**config.mk**
```make
export PLATFORM = sky130hd
export DESIGN_NAME = hsv_to_rgb_converter
export DESIGN_NICKNAME = d
export VERILOG_FILES = /design/src/design/hsv_pkg.sv /design/src/design/hsv_sector.sv /design/src/design/hsv_levels.sv /design/src/design/hsv_mix.sv /design/src/design/hsv_to_rgb_converter.sv
export SDC_FILE = /design/constraint.sdc
export NUM_CORES = 1
export LEC_CHECK = 0
export ABC_CLOCK_PERIOD_IN_PS = 11600
export BUFFER_PORTS_ARGS = -buffer_cell sky130_fd_sc_hd__buf_2
export CORE_UTILIZATION = 25
export DETAILED_ROUTE_END_ITERATION = 16
export SLEW_MARGIN = 30
export SYNTH_ARGS = -nofsm -noshare
export SYNTH_HDL_FRONTEND = slang
export SYNTH_SLANG_ARGS = --single-unit
```
**constraint.sdc**
```tcl
create_clock -name i_clk -period 11.6 [get_ports i_clk]
set_input_delay 2.9 -clock i_clk [delete_from_list [all_inputs] [get_ports i_clk]]
set_output_delay 2.9 -clock i_clk [all_outputs]
set_load 0.1 [all_outputs]
```
**src/design/hsv_pkg.sv**
```systemverilog
// ----------------------------------------------------------------------------
// hsv_pkg
// Shared constants, stage words and the divide-by-255 helper for the
// HSV to RGB converter pipeline.
// ----------------------------------------------------------------------------
package hsv_pkg;

    // field widths
    localparam int HUE_W  = 13;
    localparam int CH_W   = 8;
    localparam int SEC_W  = 4;
    localparam int REM_W  = 10;
    localparam int PROD_W = 16;
    localparam int WIDE_W = 24;

    // 60 degrees in sixteenths of a degree
    localparam int SECTOR_SPAN = 960;
    // number of sector boundaries reachable by a 13-bit hue
    localparam int SECTOR_MAX  = 8;
    // 255 * 256, full scale of the q and t terms
    localparam int FRAC_SCALE  = 65280;
    // ceil(2^16 / 15) * 4: rem * 256 / 960 == (rem * 17480) >> 16 for rem < 960
    localparam int F_RECIP     = 17480;

    // sector codes; any code above five takes the last permutation
    localparam logic [SEC_W-1:0] SEC_RED_YEL  = 4'd0;
    localparam logic [SEC_W-1:0] SEC_YEL_GRN  = 4'd1;
    localparam logic [SEC_W-1:0] SEC_GRN_CYN  = 4'd2;
    localparam logic [SEC_W-1:0] SEC_CYN_BLU  = 4'd3;
    localparam logic [SEC_W-1:0] SEC_BLU_MAG  = 4'd4;

    // word after the sector and fraction stages
    typedef struct packed {
        logic              valid;
        logic [SEC_W-1:0]  sector;
        logic [CH_W-1:0]   frac;
        logic [CH_W-1:0]   sat;
        logic [CH_W-1:0]   val;
        logic [PROD_W-1:0] p_prod;
    } t_front;

    // word after the level product stages
    typedef struct packed {
        logic              valid;
        logic [SEC_W-1:0]  sector;
        logic [CH_W-1:0]   val;
        logic [CH_W-1:0]   p_lvl;
        logic [WIDE_W-1:0] q_prod;
        logic [WIDE_W-1:0] t_prod;
    } t_level;

    // exact floor(x / 255) for any 16-bit x up to 65279
    function automatic logic [CH_W-1:0] div255(input logic [PROD_W-1:0] x);
        logic [PROD_W:0] sum;
        sum = {1'b0, x} + 17'd1 + {9'd0, x[PROD_W-1:CH_W]};
        return sum[PROD_W-1:CH_W];
    endfunction

endpackage

```
**src/design/hsv_sector.sv**
```systemverilog
// ----------------------------------------------------------------------------
// hsv_sector
// Stages one and two: splits hue into a sector and an offset, then scales
// the offset to a 1/256 fraction and forms the p numerator.
// ----------------------------------------------------------------------------
module hsv_sector
    import hsv_pkg::*;
(
    input  logic            i_clk,
    input  logic            i_rst_n,
    input  logic            i_valid,
    input  logic [HUE_W-1:0] i_hue,
    input  logic [CH_W-1:0] i_sat,
    input  logic [CH_W-1:0] i_val,
    output t_front          o_front
);

    logic             r_s1_valid;
    logic [SEC_W-1:0] r_s1_sector;
    logic [REM_W-1:0] r_s1_rem;
    logic [CH_W-1:0]  r_s1_sat;
    logic [CH_W-1:0]  r_s1_val;

    logic [SEC_W-1:0] n_s1_sector;
    logic [HUE_W-1:0] s1_base;
    logic [HUE_W-1:0] s1_rem_full;

    t_front           r_front;
    t_front           n_front;
    logic [24:0]      s2_frac_prod;
    logic [CH_W-1:0]  s2_inv_sat;

    // sector by constant compares, base of the sector picked alongside
    always_comb begin
        n_s1_sector = '0;
        s1_base     = '0;
        for (int k = 1; k <= SECTOR_MAX; k++) begin
            if (i_hue >= HUE_W'(k * SECTOR_SPAN)) begin
                n_s1_sector = SEC_W'(k);
                s1_base     = HUE_W'(k * SECTOR_SPAN);
            end
        end
        s1_rem_full = i_hue - s1_base;
    end

    // stage one registers
    always_ff @(posedge i_clk) begin
        if (!i_rst_n) begin
            r_s1_valid <= 1'b0;
        end else begin
            r_s1_valid <= i_valid;
        end
        r_s1_sector <= n_s1_sector;
        r_s1_rem    <= s1_rem_full[REM_W-1:0];
        r_s1_sat    <= i_sat;
        r_s1_val    <= i_val;
    end

    // fraction by reciprocal multiply, p numerator
    always_comb begin
        s2_frac_prod   = {15'd0, r_s1_rem} * 25'(F_RECIP);
        s2_inv_sat     = 8'd255 - r_s1_sat;
        n_front.valid  = r_s1_valid;
        n_front.sector = r_s1_sector;
        n_front.frac   = s2_frac_prod[23:16];
        n_front.sat    = r_s1_sat;
        n_front.val    = r_s1_val;
        n_front.p_prod = {8'd0, r_s1_val} * {8'd0, s2_inv_sat};
    end

    // stage two registers
    always_ff @(posedge i_clk) begin
        if (!i_rst_n) begin
            r_front.valid <= 1'b0;
        end else begin
            r_front <= n_front;
        end
    end

    assign o_front = r_front;

endmodule

```
**src/design/hsv_levels.sv**
```systemverilog
// ----------------------------------------------------------------------------
// hsv_levels
// Stages three and four: saturation products, the p level, and the
// brightness products that carry q and t.
// ----------------------------------------------------------------------------
module hsv_levels
    import hsv_pkg::*;
(
    input  logic   i_clk,
    input  logic   i_rst_n,
    input  t_front i_front,
    output t_level o_level
);

    logic              r_s3_valid;
    logic [SEC_W-1:0]  r_s3_sector;
    logic [CH_W-1:0]   r_s3_val;
    logic [CH_W-1:0]   r_s3_p;
    logic [PROD_W-1:0] r_s3_sf;
    logic [PROD_W-1:0] r_s3_sg;

    logic [8:0]        s3_comp;
    logic [16:0]       s3_sg_full;

    logic [PROD_W-1:0] s4_wq;
    logic [PROD_W-1:0] s4_wt;
    t_level            r_level;
    t_level            n_level;

    // s * f and s * (256 - f); the latter never exceeds 65280
    always_comb begin
        s3_comp    = 9'd256 - {1'b0, i_front.frac};
        s3_sg_full = {9'd0, i_front.sat} * {8'd0, s3_comp};
    end

    // stage three registers
    always_ff @(posedge i_clk) begin
        if (!i_rst_n) begin
            r_s3_valid <= 1'b0;
        end else begin
            r_s3_valid <= i_front.valid;
        end
        r_s3_sector <= i_front.sector;
        r_s3_val    <= i_front.val;
        r_s3_p      <= div255(i_front.p_prod);
        r_s3_sf     <= {8'd0, i_front.sat} * {8'd0, i_front.frac};
        r_s3_sg     <= s3_sg_full[PROD_W-1:0];
    end

    // brightness times the q and t weights
    always_comb begin
        s4_wq          = PROD_W'(FRAC_SCALE) - r_s3_sf;
        s4_wt          = PROD_W'(FRAC_SCALE) - r_s3_sg;
        n_level.valid  = r_s3_valid;
        n_level.sector = r_s3_sector;
        n_level.val    = r_s3_val;
        n_level.p_lvl  = r_s3_p;
        n_level.q_prod = {16'd0, r_s3_val} * {8'd0, s4_wq};
        n_level.t_prod = {16'd0, r_s3_val} * {8'd0, s4_wt};
    end

    // stage four registers
    always_ff @(posedge i_clk) begin
        if (!i_rst_n) begin
            r_level.valid <= 1'b0;
        end else begin
            r_level <= n_level;
        end
    end

    assign o_level = r_level;

endmodule

```
**src/design/hsv_mix.sv**
```systemverilog
// ----------------------------------------------------------------------------
// hsv_mix
// Stage five: finishes q and t and routes v, p, q, t to the color
// channels by sector.
// ----------------------------------------------------------------------------
module hsv_mix
    import hsv_pkg::*;
(
    input  logic            i_clk,
    input  logic            i_rst_n,
    input  t_level          i_level,
    output logic            o_strobe,
    output logic [CH_W-1:0] o_red,
    output logic [CH_W-1:0] o_green,
    output logic [CH_W-1:0] o_blue
);

    logic [CH_W-1:0] q_lvl;
    logic [CH_W-1:0] t_lvl;
    logic [CH_W-1:0] n_red;
    logic [CH_W-1:0] n_green;
    logic [CH_W-1:0] n_blue;

    logic            r_strobe;
    logic [CH_W-1:0] r_red;
    logic [CH_W-1:0] r_green;
    logic [CH_W-1:0] r_blue;

    // divide by 65280 as a shift by 8 and then a divide by 255
    always_comb begin
        q_lvl = div255(i_level.q_prod[WIDE_W-1:CH_W]);
        t_lvl = div255(i_level.t_prod[WIDE_W-1:CH_W]);
    end

    // sector permutation; zero saturation makes p, q, t equal v already
    always_comb begin
        case (i_level.sector)
            SEC_RED_YEL: begin
                n_red = i_level.val;  n_green = t_lvl;         n_blue = i_level.p_lvl;
            end
            SEC_YEL_GRN: begin
                n_red = q_lvl;         n_green = i_level.val;  n_blue = i_level.p_lvl;
            end
            SEC_GRN_CYN: begin
                n_red = i_level.p_lvl; n_green = i_level.val;  n_blue = t_lvl;
            end
            SEC_CYN_BLU: begin
                n_red = i_level.p_lvl; n_green = q_lvl;        n_blue = i_level.val;
            end
            SEC_BLU_MAG: begin
                n_red = t_lvl;         n_green = i_level.p_lvl; n_blue = i_level.val;
            end
            default: begin
                n_red = i_level.val;  n_green = i_level.p_lvl; n_blue = q_lvl;
            end
        endcase
    end

    // output registers
    always_ff @(posedge i_clk) begin
        if (!i_rst_n) begin
            r_strobe <= 1'b0;
        end else begin
            r_strobe <= i_level.valid;
        end
        r_red   <= n_red;
        r_green <= n_green;
        r_blue  <= n_blue;
    end

    assign o_strobe = r_strobe;
    assign o_red    = r_red;
    assign o_green  = r_green;
    assign o_blue   = r_blue;

endmodule

```
**src/design/hsv_to_rgb_converter.sv**
```systemverilog
// ----------------------------------------------------------------------------
// hsv_to_rgb_converter
// Pixel stream converter from hue/saturation/value to 8-bit RGB.
// ----------------------------------------------------------------------------
// A pixel is taken on every clock edge with start high and busy low, one
// pixel per clock, and its RGB word appears on the o_red, o_green and o_blue
// ports, flagged by o_strobe for one cycle. The word passes through the
// five register stages of the pipeline (sector split, fraction, saturation
// products, brightness products, divide and channel select). Results cannot
// be held off, so the receiver must take every strobed word. Busy is high
// only during reset and the first cycle after it.
// Hue values above 5759 are folded into the last sector.
// ----------------------------------------------------------------------------
module hsv_to_rgb_converter
    import hsv_pkg::*;
(
    input  logic             i_clk,
    input  logic             i_rst_n,
    input  logic             start,
    output logic             busy,
    input  logic [HUE_W-1:0] i_hue,
    input  logic [CH_W-1:0]  i_saturation,
    input  logic [CH_W-1:0]  i_brightness,
    output logic             o_strobe,
    output logic [CH_W-1:0]  o_red,
    output logic [CH_W-1:0]  o_green,
    output logic [CH_W-1:0]  o_blue
);

    logic   r_busy;
    logic   accept;
    t_front front;
    t_level level;

    // busy only while coming out of reset
    always_ff @(posedge i_clk) begin
        r_busy <= !i_rst_n;
    end

    assign busy   = r_busy;
    assign accept = start && !r_busy;

    // sector and fraction stages
    hsv_sector u_sector (
        .i_clk   (i_clk),
        .i_rst_n (i_rst_n),
        .i_valid (accept),
        .i_hue   (i_hue),
        .i_sat   (i_saturation),
        .i_val   (i_brightness),
        .o_front (front)
    );

    // level product stages
    hsv_levels u_levels (
        .i_clk   (i_clk),
        .i_rst_n (i_rst_n),
        .i_front (front),
        .o_level (level)
    );

    // channel select and output stage
    hsv_mix u_mix (
        .i_clk    (i_clk),
        .i_rst_n  (i_rst_n),
        .i_level  (level),
        .o_strobe (o_strobe),
        .o_red    (o_red),
        .o_green  (o_green),
        .o_blue   (o_blue)
    );

`ifndef NO_ASSERTIONS
    // every accepted pixel leaves as a strobed word
    a_latency: assert property (@(posedge i_clk) disable iff (!i_rst_n)
        accept |-> ##5 o_strobe)
        else $error("accepted pixel did not produce a word after five cycles");

    // no word without a matching accepted pixel
    a_no_spurious: assert property (@(posedge i_clk) disable iff (!i_rst_n)
        o_strobe |-> $past(accept, 5))
        else $error("output word without a matching input pixel");

    // zero saturation gives grey at the input brightness
    a_grey: assert property (@(posedge i_clk) disable iff (!i_rst_n)
        (o_strobe && $past(accept && (i_saturation == 8'd0), 5)) |->
        (o_red == $past(i_brightness, 5)) && (o_green == o_red) && (o_blue == o_red))
        else $error("zero saturation pixel is not grey");

    // the brightest channel always equals the input brightness
    a_max_is_val: assert property (@(posedge i_clk) disable iff (!i_rst_n)
        (o_strobe && $past(accept, 5)) |->
        ((o_red == $past(i_brightness, 5)) || (o_green == $past(i_brightness, 5))
         || (o_blue == $past(i_brightness, 5))))
        else $error("no channel carries the input brightness");
`endif

endmodule
```
== Yosys cells after proc, flatten, opt, wreduce, memory -nomap -nowiden ==
Cells that the tools add are included.

* Word-level logic and storage cells: 83
* Bits in writable memories: 0
* Bits in latches: 0
* Memories: 0
* ROM bits: 0
* Register bits after elaboration: 224
* Output and inout bits: 26

* Multiplexer cells: 18
* $add $sub $neg: 11
* Divide/modulo/power cells: 0
* Order comparisons: 8
* Reductions and logical operators: 8
* Shift-type cells: 0
* Bitwise gates (word level): 0
* Eq/ne operators: 4
* Multipliers: 6

{| class="wikitable"
|+ Operators with widths
! kind !! number
|-
| 10-bit 2-to-1 mux || 8
|-
| 8-bit one-hot mux with 3 select lines || 3
|-
| 13-bit greater-or-equal comparator, second input constant || 4
|-
| 16-bit by 1-bit adder with 16-bit output, second input constant || 3
|-
| 16-bit by 8-bit adder with 16-bit output || 3
|-
| 8-bit by 16-bit multiplier with 24-bit output || 2
|-
| 8-bit by 8-bit multiplier with 16-bit output || 2
|-
| 16-bit subtractor, first input constant || 2
|-
| 13-bit by 12-bit greater-or-equal comparator with 1-bit output, second input constant || 2
|-
| 10-bit by 12-bit multiplier with 21-bit output, second input constant || 1
|-
| 8-bit by 9-bit multiplier with 16-bit output || 1
|-
| 13-bit by 10-bit greater-or-equal comparator with 1-bit output, second input constant || 1
|-
| 13-bit by 11-bit greater-or-equal comparator with 1-bit output, second input constant || 1
|-
| 3-bit 2-to-1 mux || 4
|-
| 10-bit subtractor || 1
|-
| 9-bit by 8-bit subtractor with 9-bit output, first input constant || 1
|-
| 4-bit by 2-bit equality test with 1-bit output, second input constant || 2
|-
| 2-bit OR reduction || 4
|-
| 8-bit subtractor, first input constant || 1
|-
| 4-bit by 1-bit equality test with 1-bit output, second input constant || 1
|-
| 4-bit by 3-bit equality test with 1-bit output, second input constant || 1
|-
| 4-bit logical NOT || 1
|-
| 2-bit 2-to-1 mux || 2
|-
| 1-bit logical NOT || 2
|-
| other kinds (2) || 2
|}

== Depth between registers and ports, before layout ==
* Depth in word-level cells: 10
* Mapped depth: 24
* Gate-level depth less buffers: 23

== By module ==
Synthesis repeated with hierarchy kept, for this count alone.

* Cells, all modules: 2466
* Area total of the unflattened synthesis: 23956.7 um2

{| class="wikitable"
|+ By module, submodules not included
! module !! area each (um2) !! times used !! cells an instance
|-
| hsv_levels || 16210.5 || 1 || 1674
|-
| hsv_sector || 5476.5 || 1 || 491
|-
| hsv_mix || 2232.1 || 1 || 298
|-
| hsv_to_rgb_converter || 37.5 || 1 || 3
|}

== Worst setup path before layout ==
OpenSTA, ideal clock, no wires.

* Path type: register to register
* Start: register u_levels.r_s3_sg[5]
* End: register u_levels.r_level (netlist bit u_levels.o_level[23]) (data pin)
* Buffers on the path: 0
* Data arrival time: 5.434 ns
* Clock period less this slack: 5.694 ns
* Setup time: 0.260 ns
* Cell stages (with the launch flop): 23
* Slack: 5.906 ns
* Required time: 11.340 ns
* Cell sequence: dfxtp_1 -> or4_1 -> nor3_2 -> nand2_1 -> nand4_1 -> xor2_1 -> nand2_1 -> fa_1 -> inv_1 -> fa_1 -> fa_1 -> inv_1 -> fa_1 -> inv_1 -> ha_1 -> and4_4 -> a21oi_2 -> o21ai_1 -> or3_4 -> o2111ai_2 -> a21oi_2 -> o31a_1 -> xnor2_1

{| class="wikitable"
|+ RTL lines
! element !! RTL line !! source
|-
| start, declared || hsv_levels.sv:20 || <nowiki>logic [PROD_W-1:0] r_s3_sg;</nowiki>
|-
| start signal, assigned || hsv_levels.sv:47 || <nowiki>r_s3_sg <= s3_sg_full[PROD_W-1:0];</nowiki>
|-
| end signal, assigned || hsv_levels.sv:67 || <nowiki>r_level <= n_level;</nowiki>
|-
| end, declared || hsv_levels.sv:27 || <nowiki>t_level r_level;</nowiki>
|}

==> metrics.md <==
| Metric | Value |
|---|---|
| Run status | finished with violations |
| Failing checks | DRC |
| RSZ-0062 raised after global routing | false |
| Setup Fix Bufs, Post-CTS | 0 |
| DR WL/cell | 13.56 um |
| Final nets | 2894 |
| Top cell type's share of synthesized area | 25.69% |
| Multi-input logic area | 15650 um^2 |
| Grt total ovfl | 0 |
| Initial Utilization | 25.27% |
| TritonCTS clock tree | built |
| Maximum clock rate | 162.4 MHz |
| Clock Skews | 0.03747 ns |
| Clk sinks | 207 |
| Hold Vio Cnt, Final | 0 |
| Die area | 90660 um^2 |
| Crit end category | flip-flop |
| Worst skew pair latency | 0.55 ns |
| Setup-failing EPs final | 0 |
| Inserted Clock Buffers | 23 |
| Die Y | 301.1 um |
| DPL Wire Length | 37.57 mm |
| # hold bufs at CTS | 0 |
| Post-synth net total | 2860 |
| Cell taking the most area after synthesis | fa_1 |
| Number of synthesized flops with an enable pin | 96 |
| Distinct cells, synth | 70 |
| Largest net degree at the start of global routing | 56 |
| Post-Syn Instances | 2284 |
| Setup TNS Final | 0 ns |
| Largest cells by area after synthesis | fa_1 (26%), ha_1 (14%), edfxtp_1 (13%), dfxtp_1 (9.9%), and2_1 (7.1%) |
| FF+latch count, synth | 207 |
| I/O Pins | 58 |
| Met2 wire length | 21.91 mm |
| Initial drt markers | 651 |
| Initial antenna violation count | 0 |
| Top cells by instance count after synthesis | inv_1 (369), fa_1 (287), ha_1 (257) |
| WL met3 | 1.791 mm |
| Layout cell share with drive strength beyond 1 | 5.570% |
| # rows | 109 |
| Startpoint Class | flip-flop |
| Cts repair resizes | 0 |
| Fraction of registers with async set/reset | 0% |
| Min-delay worst type | reg -> reg |
| Worst-path clk slew | 0.06 ns |
| Tcrit/Tclk final | 53.08% |
| Top Metal Used | met4 |
| H-tree depth | 1 |
| Synthesized area | 22370 um^2 |
| Number of port buffers | 57 |
| Slew margin rel. | 42.50% |
| Area growth syn-to-layout | 10.63% |
| Vias post-DR | 15040 |
| CP Data Arrival Time | 6.44 ns |
| Drt first pass iters | 12 |
| Placer Congestion | 0.8322 |
| Crit path required time | 11.88 ns |
| Max clock buf depth | 3 |
| Sequential area share after synthesis | 22.83% |
| Final Max Slew Viols | 0 |
| WL final | 47.45 mm |
| Met1 WL | 22.81 mm |
| Critical path class | reg -> reg |
| Avg Cell Area, Syn | 9.792 um^2 |
| Die W | 301.1 um |
| Syn. warnings | 0 |
| CTS root buf | clkbuf_16 |
| Worst Max-Slew Pin Slew | 0.8563 ns |
| Core box area | 88510 um^2 |
| Fin crit period | 6.157 ns |
| Ant diodes | 0 |
| Register area | 5105 um^2 |
| Most common cell in the synthesized netlist | inv_1 |
| CP Max Fanout | 8 |
| Main synth FF type | dfxtp_1 |
| Routed Antenna Nets | 0 |
| DR DRC count | 5 |
| Max-cap viol count | 0 |
| Vias in the first global route | 15500 |
| First-pass GRT wire length | 79.83 mm |
| Filler Cell Count | 9225 |
| Gr usage total | 10.69% |
| Flop-to-flop setup slack | 5.44 ns |
| Routed vias/inst | 4.298 |
[worst paths after layout]
path / startpoint / end / depth (start not counted)
setup / recovery: u_levels.r_s3_sg[5] / u_levels.o_level[23] / 21
hold reg to reg: u_sector.o_front[18] / u_levels.r_s3_val[2] / 0
setup reg to reg: u_levels.r_s3_sg[5] / u_levels.o_level[23] / 21
hold / removal: u_sector.o_front[18] / u_levels.r_s3_val[2] / 0
[state kept, by name, indices dropped and copies added (netlist names), 8 cells and up]
register           cells
u_levels.o_level      53
u_sector.r_s1_sat      8
u_levels.r_s3_val      8
u_levels.r_s3_p        8
u_sector.r_s1_val      8
u_mix.o_red            8
u_sector.o_front      45
u_mix.o_green          8
u_levels.r_s3_sg      15
u_mix.o_blue           8
u_sector.r_s1_rem     10
u_levels.r_s3_sf      16
[layer usage]
metal  track usage [%]  vias to the layer above
met5                 0                        -
met4             2.212                        0
met3             1.542                       59
met2             17.66                      223
met1             14.78                     7367
li1                  -                     7388
[cell type report]
type,instances,share of cell area (%)
inverter,369,5.598
tap,1165,5.891
multi-input combinational,1649,63.26
timing repair buffer,68,1.497
clock inverter,14,0.5613
clock buffer,27,2.559
sequential,207,20.63
[metrics by stage]
step	std cells	instance area, um^2	hold WS [ns]	setup slack, ns	util, %
4_1_cts	3499	24740	0.3393	5.407	27.96
6_report	3499	24740	0.3383	5.443	27.96
3_3_place_gp	3458	23970	0.3250	5.523	27.08
5_1_grt	3499	24740	0.3469	5.075	27.96
3_5_place_dp	3458	23970	0.3269	5.424	27.08
2_1_floorplan	2284	22370	0.3233	5.906	-
[worst max-delay path: stages (launching register included)]
cell and delay [ns]:
dfxtp_1 0.31, or4_1 0.59, nor3_2 0.16, nand2_1 0.15
nand3_1 0.13, xor2_1 0.51, and2_1 0.24, fa_1 0.42
fa_1 0.51, fa_1 0.49, inv_1 0.05, fa_1 0.47
inv_1 0.04, ha_1 0.35, and4_4 0.21, a21oi_2 0.12
o21ai_1 0.11, or3_4 0.36, o2111ai_2 0.21, a21oi_2 0.10
o31a_1 0.26, xnor2_1 0.12
[cells by family (layout without fill, tap and decap cells)]
group,count (synthesis),in the layout,share of synthesized area (%)
AOI/OAI and AO/OA,253,253,7.575
xor gates and xnor gates,135,135,5.320
adders and majority gates,544,544,40.07
buffers and inverters,428,478,7.183
DFF,207,207,22.83
muxes,3,3,0.1399
and+or+nand+nor,714,714,16.89
[layout by cell type, fill, tap and decap left out, drive strengths merged, types with 3 or more instances in the layout]
master / Yosys / routed
inv: 369 / 372
fa: 287 / 287
ha: 257 / 257
and2: 254 / 254
nand2: 194 / 194
dfxtp: 111 / 111
edfxtp: 96 / 96
xnor2: 91 / 91
a21oi: 82 / 82
nor2: 73 / 73
buf: 0 / 68
nor2b: 57 / 57
xor2: 44 / 44
o21ai: 44 / 44
nand2b: 40 / 40
nor3: 28 / 28
clkbuf: 59 / 27
nand3: 24 / 24
a21o: 19 / 19
o21a: 15 / 15
o211ai: 13 / 13
a211oi: 12 / 12
and3: 10 / 10
or3: 9 / 9
nand4: 8 / 8
clkinv: 0 / 8
a31oi: 7 / 7
o22a: 7 / 7
or2: 6 / 6
a41oi: 5 / 5
a21boi: 5 / 5
nand3b: 4 / 4
o21bai: 4 / 4
o31ai: 4 / 4
o22ai: 4 / 4
a31o: 4 / 4
o31a: 3 / 3
a22oi: 3 / 3
o221ai: 3 / 3
Power is not shown: default switching activity piles up to over one toggle a cycle in this logic, so the estimate is an artifact.
